## src/rtl/qwmi_pkg.sv

```systemverilog
// Package for the queue with middle insertion.
// Holds command codes, the internal operation and state types and the request struct.
// No dependencies.
`timescale 1ns / 1ps

package qwmi_pkg;

    // Command codes as they arrive on the input channel.
    localparam logic [1:0] CMD_PUSH_BACK   = 2'd0;
    localparam logic [1:0] CMD_PUSH_MIDDLE = 2'd1;
    localparam logic [1:0] CMD_POP         = 2'd2;

    // Operation handed from the front part to the back part.
    typedef enum logic [1:0] {
        OP_PUSH_BACK   = 2'd0,
        OP_PUSH_MIDDLE = 2'd1,
        OP_POP         = 2'd2
    } t_op;

    // Sequencer states of the back part.
    typedef enum logic [2:0] {
        S_IDLE  = 3'b001,
        S_STEP1 = 3'b010,
        S_STEP2 = 3'b100
    } t_state;

    // Control half of a queued request.
    typedef struct packed {
        logic valid;
        t_op  op;
    } t_req_ctl;

endpackage

```

## src/rtl/qwmi_front.sv

```systemverilog
// Front part: accepts commands, drops those that can never take effect,
// and holds the rest in a two-entry request queue. Uses qwmi_pkg.
`timescale 1ns / 1ps

module qwmi_front #(
    parameter int MAX_ID = 1023,
    parameter int ID_W   = $clog2(MAX_ID + 1)
) (
    input  logic                i_clk,
    input  logic                i_rst_n,
    input  logic                i_valid,
    output logic                o_stall,
    input  logic [1:0]          i_command,
    input  logic [ID_W-1:0]     i_item_id,
    output qwmi_pkg::t_req_ctl  o_req,
    output logic [ID_W-1:0]     o_req_id,
    input  logic                i_take
);

    import qwmi_pkg::*;

    localparam logic [ID_W-1:0] MaxIdW = ID_W'(MAX_ID);

    t_op             r_op [2];
    logic [ID_W-1:0] r_id [2];
    logic            r_wr_ptr;
    logic            r_rd_ptr;
    logic [1:0]      r_count;
    logic [1:0]      n_count;

    logic keep;
    t_op  cmd_op;
    logic push;

    // Classify the command; invalid codes and out-of-range pushes are dropped here.
    always_comb begin
        keep   = 1'b0;
        cmd_op = OP_POP;
        unique case (i_command)
            CMD_PUSH_BACK: begin
                cmd_op = OP_PUSH_BACK;
                keep   = (i_item_id != '0) && (i_item_id <= MaxIdW);
            end
            CMD_PUSH_MIDDLE: begin
                cmd_op = OP_PUSH_MIDDLE;
                keep   = (i_item_id != '0) && (i_item_id <= MaxIdW);
            end
            CMD_POP: begin
                cmd_op = OP_POP;
                keep   = 1'b1;
            end
            default: begin
                keep = 1'b0;
            end
        endcase
    end

    assign o_stall = (r_count == 2'd2);
    assign push    = i_valid && !o_stall && keep;

    // Occupancy of the request queue.
    always_comb begin
        n_count = r_count;
        if (push && !i_take) begin
            n_count = r_count + 2'd1;
        end else if (!push && i_take) begin
            n_count = r_count - 2'd1;
        end
    end

    always_ff @(posedge i_clk) begin
        if (!i_rst_n) begin
            r_wr_ptr <= 1'b0;
            r_rd_ptr <= 1'b0;
            r_count  <= 2'd0;
        end else begin
            r_count <= n_count;
            if (push) begin
                r_wr_ptr <= ~r_wr_ptr;
            end
            if (i_take) begin
                r_rd_ptr <= ~r_rd_ptr;
            end
        end
    end

    // Queue entries carry no reset.
    always_ff @(posedge i_clk) begin
        if (push) begin
            r_op[r_wr_ptr] <= cmd_op;
            r_id[r_wr_ptr] <= i_item_id;
        end
    end

    assign o_req.valid = (r_count != 2'd0);
    assign o_req.op    = r_op[r_rd_ptr];
    assign o_req_id    = r_id[r_rd_ptr];

endmodule

```

## config.mk

```make
export PLATFORM = sky130hd
export DESIGN_NAME = qwmi_front
export DESIGN_NICKNAME = d
export VERILOG_FILES = /design/src/rtl/qwmi_pkg.sv /design/src/rtl/qwmi_front.sv
export SDC_FILE = /design/constraint.sdc
export NUM_CORES = 1
export LEC_CHECK = 0
export BUFFER_PORTS_ARGS = -buffer_cell sky130_fd_sc_hd__buf_4
export CAP_MARGIN = 20
export CORE_MARGIN = 2
export CORE_UTILIZATION = 25
export DETAILED_ROUTE_END_ITERATION = 10
export GPL_ROUTABILITY_DRIVEN = 1
export HOLD_SLACK_MARGIN = 0.15
export PLACE_DENSITY_LB_ADDON = 0.15
export SETUP_SLACK_MARGIN = 0.3
export SLEW_MARGIN = 20
export SYNTH_ARGS = -nofsm -noshare
export SYNTH_HDL_FRONTEND = slang
export SYNTH_SLANG_ARGS = --single-unit
```

## constraint.sdc

```tcl
create_clock -name i_clk -period 3.4 [get_ports i_clk]
set_input_delay 0.34 -clock i_clk [delete_from_list [all_inputs] [get_ports i_clk]]
set_output_delay 0.34 -clock i_clk [all_outputs]
set_load 0.1 [all_outputs]
```

==> results.json, run 1 <==
{
  "p_leak_nw": 0.5827,
  "syn_nets": 88,
  "clock_latency_ns": 0.27,
  "layout.cells.non_filler": 158,
  "rsz0062_at_grt": "false",
  "cts_root_buf": "clkbuf_8",
  "finalSetupTns_ns": 0,
  "period_share_pct": 57.10,
  "skew_ns": 0.001622,
  "cp_max_fo": 12,
  "dr.pass1.iters": 4,
  "numCtsBuffers": 5,
  "max_freq_mhz": 515.1,
  "finalMaxSlewViolations": 0,
  "ctsResizeCount": 0,
  "hold_violations": 0,
  "ctsLongestPathBuffers": 2,
  "final_antenna_net_count": 0,
  "ys.warnings.count": 0,
  "yosys-top-cells-area": "edfxtp_1 (62%), mux2_2 (12%), dfxtp_1 (8.7%), inv_1 (1.6%), xor2_1 (1.5%)",
  "die_y_um": 71.97,
  "power_mw": 1.009,
  "h-tree-depth": 2,
  "place_inst": 150,
  "track_usage_pct": 8.989,
  "io_buffers": 29,
  "relSlewSlack_pct": 61.42,
  "drv_cap": 0,
  "dp_slack_ns": 1.260,
  "post_cts_buffers": 0,
  "syn_inst": 71,
  "worst_pin_slew_ns": 0.5778,
  "slowest_delay_ns": 0.68,
  "yosys.area.top_type": "edfxtp_1",
  "initial_core_util_pct": 26.16,
  "crit_type": "flop to output port",
  "syn_to_final_growth_pct": 30.23,
  "nets": 122,
  "crit_family": "flip-flops",
  "io_pins": 30,
  "via_per_inst": 4.139,
  "slowest_stage": "dfxtp_1",
  "gp_congestion": 0.7419,
  "cts_hold_buf": 0,
  "setup_ws_ns": 1.458,
  "rows": 24,
  "drive_above_1_share_pct": 50.94,
  "cp-end-kind": "output port",
  "p_per_area_nw_per_um2": 670.7,
  "overflow": 0,
  "coreArea_um2": 4414,
  "whs_ns": 0.2586,
  "clk_pin_slew_ns": 0.06,
  "cts_tree": "done",
  "diodes": 0,
  "startpoint_type": "flop",
  "critical_path_required_ns": 3.06,
  "drtIter0Drc": 28,
  "num_vias": 654,
  "ir_worst_vdd_v": 0.0002420,
  "r2r_setup_slack_ns": 1.65,
  "cts.sinks": 29,
  "routedWlPerCell_um": 13.20,
  "worstPathArrival_ns": 1.60,
  "synth_area_um2": 1155,
  "syn_area_per_cell_um2": 16.27,
  "grt_max_degree": 13,
  "wirelength_um": 2085,
  "dp_hpwl_um": 1485,
  "setup_viol_count_final": 0,
  "cp_cell_sequence": "mux2_2, buf_4",
  "dieWidth_um": 71.97,
  "remaining_drc_errors": 0,
  "die_area_um2": 5179,
  "ys_seq_area_share_pct": 71.07,
  "synth_cell_type_count": 25,
  "antenna_found_initial": 0,
  "outcome": "completed",
  "critPathBufInv": 1,
  "grt_pass1_wl_um": 3339,
  "ys_ff_latch": 29,
  "min_period_ns": 1.942,
  "grt_pass1_vias": 680,
  "synth_top_cell_area_share_pct": 62.41,
  "hold_path.class": "input port to flop"
}
[metal layers]
layer	up-vias	GRT usage, %	wire length, µm	part of all wire, %
met5	-	0	0	0
met4	0	4.403	46	2.2
met3	6	4.444	143	6.9
met2	21	13.07	973	47
met1	302	11.13	922	44
li1	325	-	-	-
[power breakdown]
group	total, mW	leakage, nW	internal, mW	switching [mW]
Sequential	0.436	0.264	0.420	0.0158
Clock	0.258	0.0430	0.137	0.121
Combinational	0.315	0.276	0.0795	0.236
[through the flow]
step / cell area [µm²] / util [%]
after global placement: 1423 / 32.23
after floorplan: 1155 / -
final: 1504 / 34.07
after detailed placement: 1423 / 32.23
after global routing: 1504 / 34.07
after CTS: 1504 / 34.07
[registers in the layout, indices dropped and copies added (netlist names), named ones only]
name,cells
r_count,2
r_rd_ptr,1
r_op,4
r_wr_ptr,1
r_id,20
[path summary, 6_finish.rpt]
kind | from | depth (start not counted) | end
setup reg to reg | r_count[1] | 6 | r_count[1]
setup / recovery | flop | 2 | o_req_id[9]
hold reg to reg | r_count[1] | 2 | r_count[1]
hold / removal | i_item_id[6] | 1 | r_id[0][6]
[synthesized netlist by cell type]
cell type      number
inv_1               5
dfxtp_1             5
nor3_1              1
ha_1                1
o21ai_0             1
xor2_1              2
a21oi_1             1
nor2b_1             1
nand3_1             2
and2_2              1
a211oi_2            1
and2b_2             1
nor4_1              1
a21o_1              1
mux2_2             12
xnor2_1             1
or3_1               1
buf_2               1
edfxtp_1           24
or2_2               1
and3_2              1
dlygate4sd3_1       1
a21oi_2             1
nor4_2              1
nor2_1              3
[kinds of logic (layout without fill, tap and decap cells)]
group                      after synthesis  in the layout  share of synthesized area [%]
DFF                                     29             29                          71.07
muxes                                   12             12                          11.70
adders and majority gates                1              1                          1.083
xor gates and xnor gates                 3              3                          2.276
and+or+nand+nor                         14             14                          7.585
buffers and inverters                    7             42                          2.925
AOI/OAI and AO/OA                        5              5                          3.358
[layout make-up]
cell class | count | area (µm²)
fill | 432 | 2910
sequential | 29 | 820.8
multi-input combinational | 35 | 300.3
timing repair buffer | 29 | 217.7
clock buffer | 5 | 68.82
tap | 52 | 65.06
inverter | 5 | 18.77
clock inverter | 3 | 12.51
[cell usage in the layout, fill, tap and decap left out, types with 2 or more instances in the layout]
cell type	n
buf_4	29
clkbuf_8	5
clkinv_1	2
dfxtp_1	5
edfxtp_1	24
inv_1	5
mux2_2	12
nand3_1	2
nor2_1	3
xor2_1	2
(Power assumes the default switching activity.)
==> run 2: changes to the inputs <==
ABC_AREA = 1   (was unset)
clock period = 1.8 ns   (was 3.4 ns; I/O delays follow)
==> results.json, run 2 <==
{
  "clk_pin_slew_ns": 0.06,
  "overflow": 0,
  "synth_cell_type_count": 19,
  "p_int_mw": 1.406,
  "hold_depth": 3,
  "crit_family": "flip-flops",
  "routedWlPerCell_um": 12.41,
  "antenna_found_initial": 0,
  "final_antenna_net_count": 0,
  "clockPowerShare_pct": 30.9,
  "wl_met2_um": 1124,
  "final_cell_mix": "edfxtp_1 (24), buf_4 (22), dlygate4sd3_1 (11)",
  "critical_path_required_ns": 1.62,
  "top_layer_used": "met4",
  "whs_ns": 0.1626,
  "synthTopCellsByCount": "edfxtp_1 (24), nor2_1 (13), nand2_1 (11)",
  "largest_register_ffs": 20,
  "grt_pass1_vias": 830,
  "initial_core_util_pct": 26.35,
  "crit_type": "flop to output port",
  "power.switching_mw": 0.6428,
  "track_usage_pct": 9.860,
  "yosys.area.top_type": "edfxtp_1",
  "cp-end-kind": "output port",
  "p_leak_nw": 0.7674,
  "drtIter0Drc": 23,
  "dp_slack_ns": 0.2371,
  "fill_cells": 425,
  "syn_area_per_cell_um2": 13.46,
  "cp_max_fo": 6,
  "syn_to_final_growth_pct": 60.36,
  "worstPathArrival_ns": 1.31,
  "async_reset_ff_share_pct": 0,
  "cts_root_buf": "clkbuf_8",
  "setup_viol_count_final": 0,
  "slowest_delay_ns": 0.36,
  "wl_met3_um": 126,
  "ctsLongestPathBuffers": 2,
  "wl_met1_um": 1104,
  "finalSetupTns_ns": 0,
  "startpoint_type": "flop",
  "coreArea_um2": 4444,
  "clock_latency_ns": 0.27,
  "dieWidth_um": 72.45,
  "grt_max_degree": 10,
  "slowest_stage": "dfxtp_2",
  "ys_seq_area_share_pct": 70.09,
  "min_period_ns": 1.485,
  "ys_ff_latch": 29,
  "place_inst": 171,
  "h-tree-depth": 2,
  "synth_flop_cell": "edfxtp_1",
  "worst_pin_slew_ns": 0.2791,
  "cp_cell_sequence": "buf_6, mux2_2, buf_6",
  "synth_top_cell_area_share_pct": 61.54,
  "die_y_um": 72.45,
  "syn_nets": 104,
  "period_share_pct": 82.51,
  "diodes": 0,
  "syn_inst": 87,
  "hold_violations": 0,
  "largest-register": "r_id",
  "rr_worst_depth": 10,
  "r2r-end": "r_count[1]",
  "drv_cap": 0,
  "numCtsBuffers": 5,
  "final_common_cell": "edfxtp_1",
  "rsz0062_at_grt": "true",
  "setup_ws_ns": 0.3147,
  "nets": 156,
  "hold_end": "r_wr_ptr",
  "reg_top3": "r_id (20), r_op (4), r_count (2)",
  "synth_area_um2": 1171,
  "via_per_inst": 4.151,
  "crit_path_frequent_cell": "buf_6",
  "min_from": "i_rst_n",
  "synth_edf_count": 24,
  "drive_above_1_share_pct": 50.00,
  "io_buffers": 29,
  "remaining_drc_errors": 0,
  "cts_tree": "done",
  "gp_congestion": 0.6645,
  "power.share.switching_pct": 31.37,
  "layout.cells.non_filler": 192,
  "die_area_um2": 5248,
  "relSlewSlack_pct": 81.54,
  "wirelength_um": 2382,
  "finalMaxSlewViolations": 0,
  "synth_most_common_cell": "edfxtp_1",
  "r2r_start": "r_count[0]",
  "ir_worst_vdd_v": 0.0006995,
  "outcome": "completed",
  "grt_pass1_wl_um": 3774,
  "ys.warnings.count": 0,
  "yosys-top-cells-area": "edfxtp_1 (62%), mux2_2 (8.7%), dfxtp_1 (8.5%), nor2_1 (4.2%), nand2_1 (3.5%)",
  "max_freq_mhz": 673.3,
  "p_per_area_nw_per_um2": 1091,
  "critPathBufInv": 2,
  "seqPwrFrac_pct": 39.2,
  "dr.pass1.iters": 4,
  "hold_path.class": "input port to flop",
  "dp_hpwl_um": 1560,
  "power_mw": 2.049,
  "cts.sinks": 29,
  "io_pins": 30,
  "r2r_setup_slack_ns": 0.38,
  "rows": 24,
  "combinationalPowerShare_pct": 29.8,
  "num_vias": 797,
  "skew_ns": 0.004557
}
-- run 2: logic make-up (layout without fill, tap and decap cells) --
| family | Yosys count | count (layout) | synth area share, % |
|---|---|---|---|
| AO/OA/AOI/OAI | 5 | 5 | 2.136 |
| adder cells (fa/ha/maj) | 1 | 1 | 1.068 |
| buffers and inverters | 10 | 63 | 3.526 |
| flip-flops | 29 | 29 | 70.09 |
| multiplexers | 12 | 12 | 11.54 |
| AND/OR/NAND/NOR | 30 | 30 | 11.65 |
-- run 2: per-layer routing --
metal	GRT usage, %	up-vias
met1	12.19	372
li1	-	401
met5	0	-
met3	3.611	3
met4	4.938	0
met2	15.19	21
-- run 2: through the flow --
step	area (µm²)	util, %
after floorplan	1176	-
after detailed placement	1485	33.42
after CTS	1804	40.60
after global routing	1878	42.26
final	1878	42.26
after global placement	1485	33.42
-- run 2: worst min-delay path, stage by stage --
cell and delay [ns]:
buf_4 0.11, nand2_1 0.05, nor2_1 0.07
-- run 2: area by class of cell --
class                      count  area [µm²]  area share (%)
tap                           52       65.06           3.464
timing repair buffer          47       489.2           26.05
sequential                    29       825.8           43.97
multi-input combinational     48       359.1           19.12
clock inverter                 2       33.78           1.799
inverter                       8       32.53           1.732
clock buffer                   6       72.57           3.864
-- run 2: worst max-delay path by stage --
stage            startpoint     endpoint  slack, ns  depth (start not counted)
3_5_place_dp   i_command[1]   r_count[1]       0.24                         12
4_1_cts                flop  o_req_id[4]       0.29                          3
5_1_grt          r_count[0]   r_count[1]       0.25                         10
3_3_place_gp   i_command[1]   r_count[1]       0.27                         12
2_1_floorplan    r_count[0]   r_id[0][0]       0.37                          5
6_report               flop  o_req_id[2]       0.31                          3
-- run 2: power groups by stage --
stage          Clock, mW  Combinational, mW  Sequential, mW
3_5_place_dp           0              0.508           0.811
3_3_place_gp           0              0.504           0.810
5_1_grt            0.681              0.642           0.809
2_1_floorplan          0              0.382           0.809
6_report           0.634              0.611           0.804
4_1_cts            0.655              0.578           0.801
-- run 2: timing repair --
action / 4_1_cts / 5_1_grt
hold buffers: 11 / 0
gates resized for setup: 28 / 21
pin swaps: 0 / 4
setup buffers: 0 / 1
hold endpoints to repair: 22 / 0
setup endpoints to repair: 13 / 11
cloned: 1 / 0
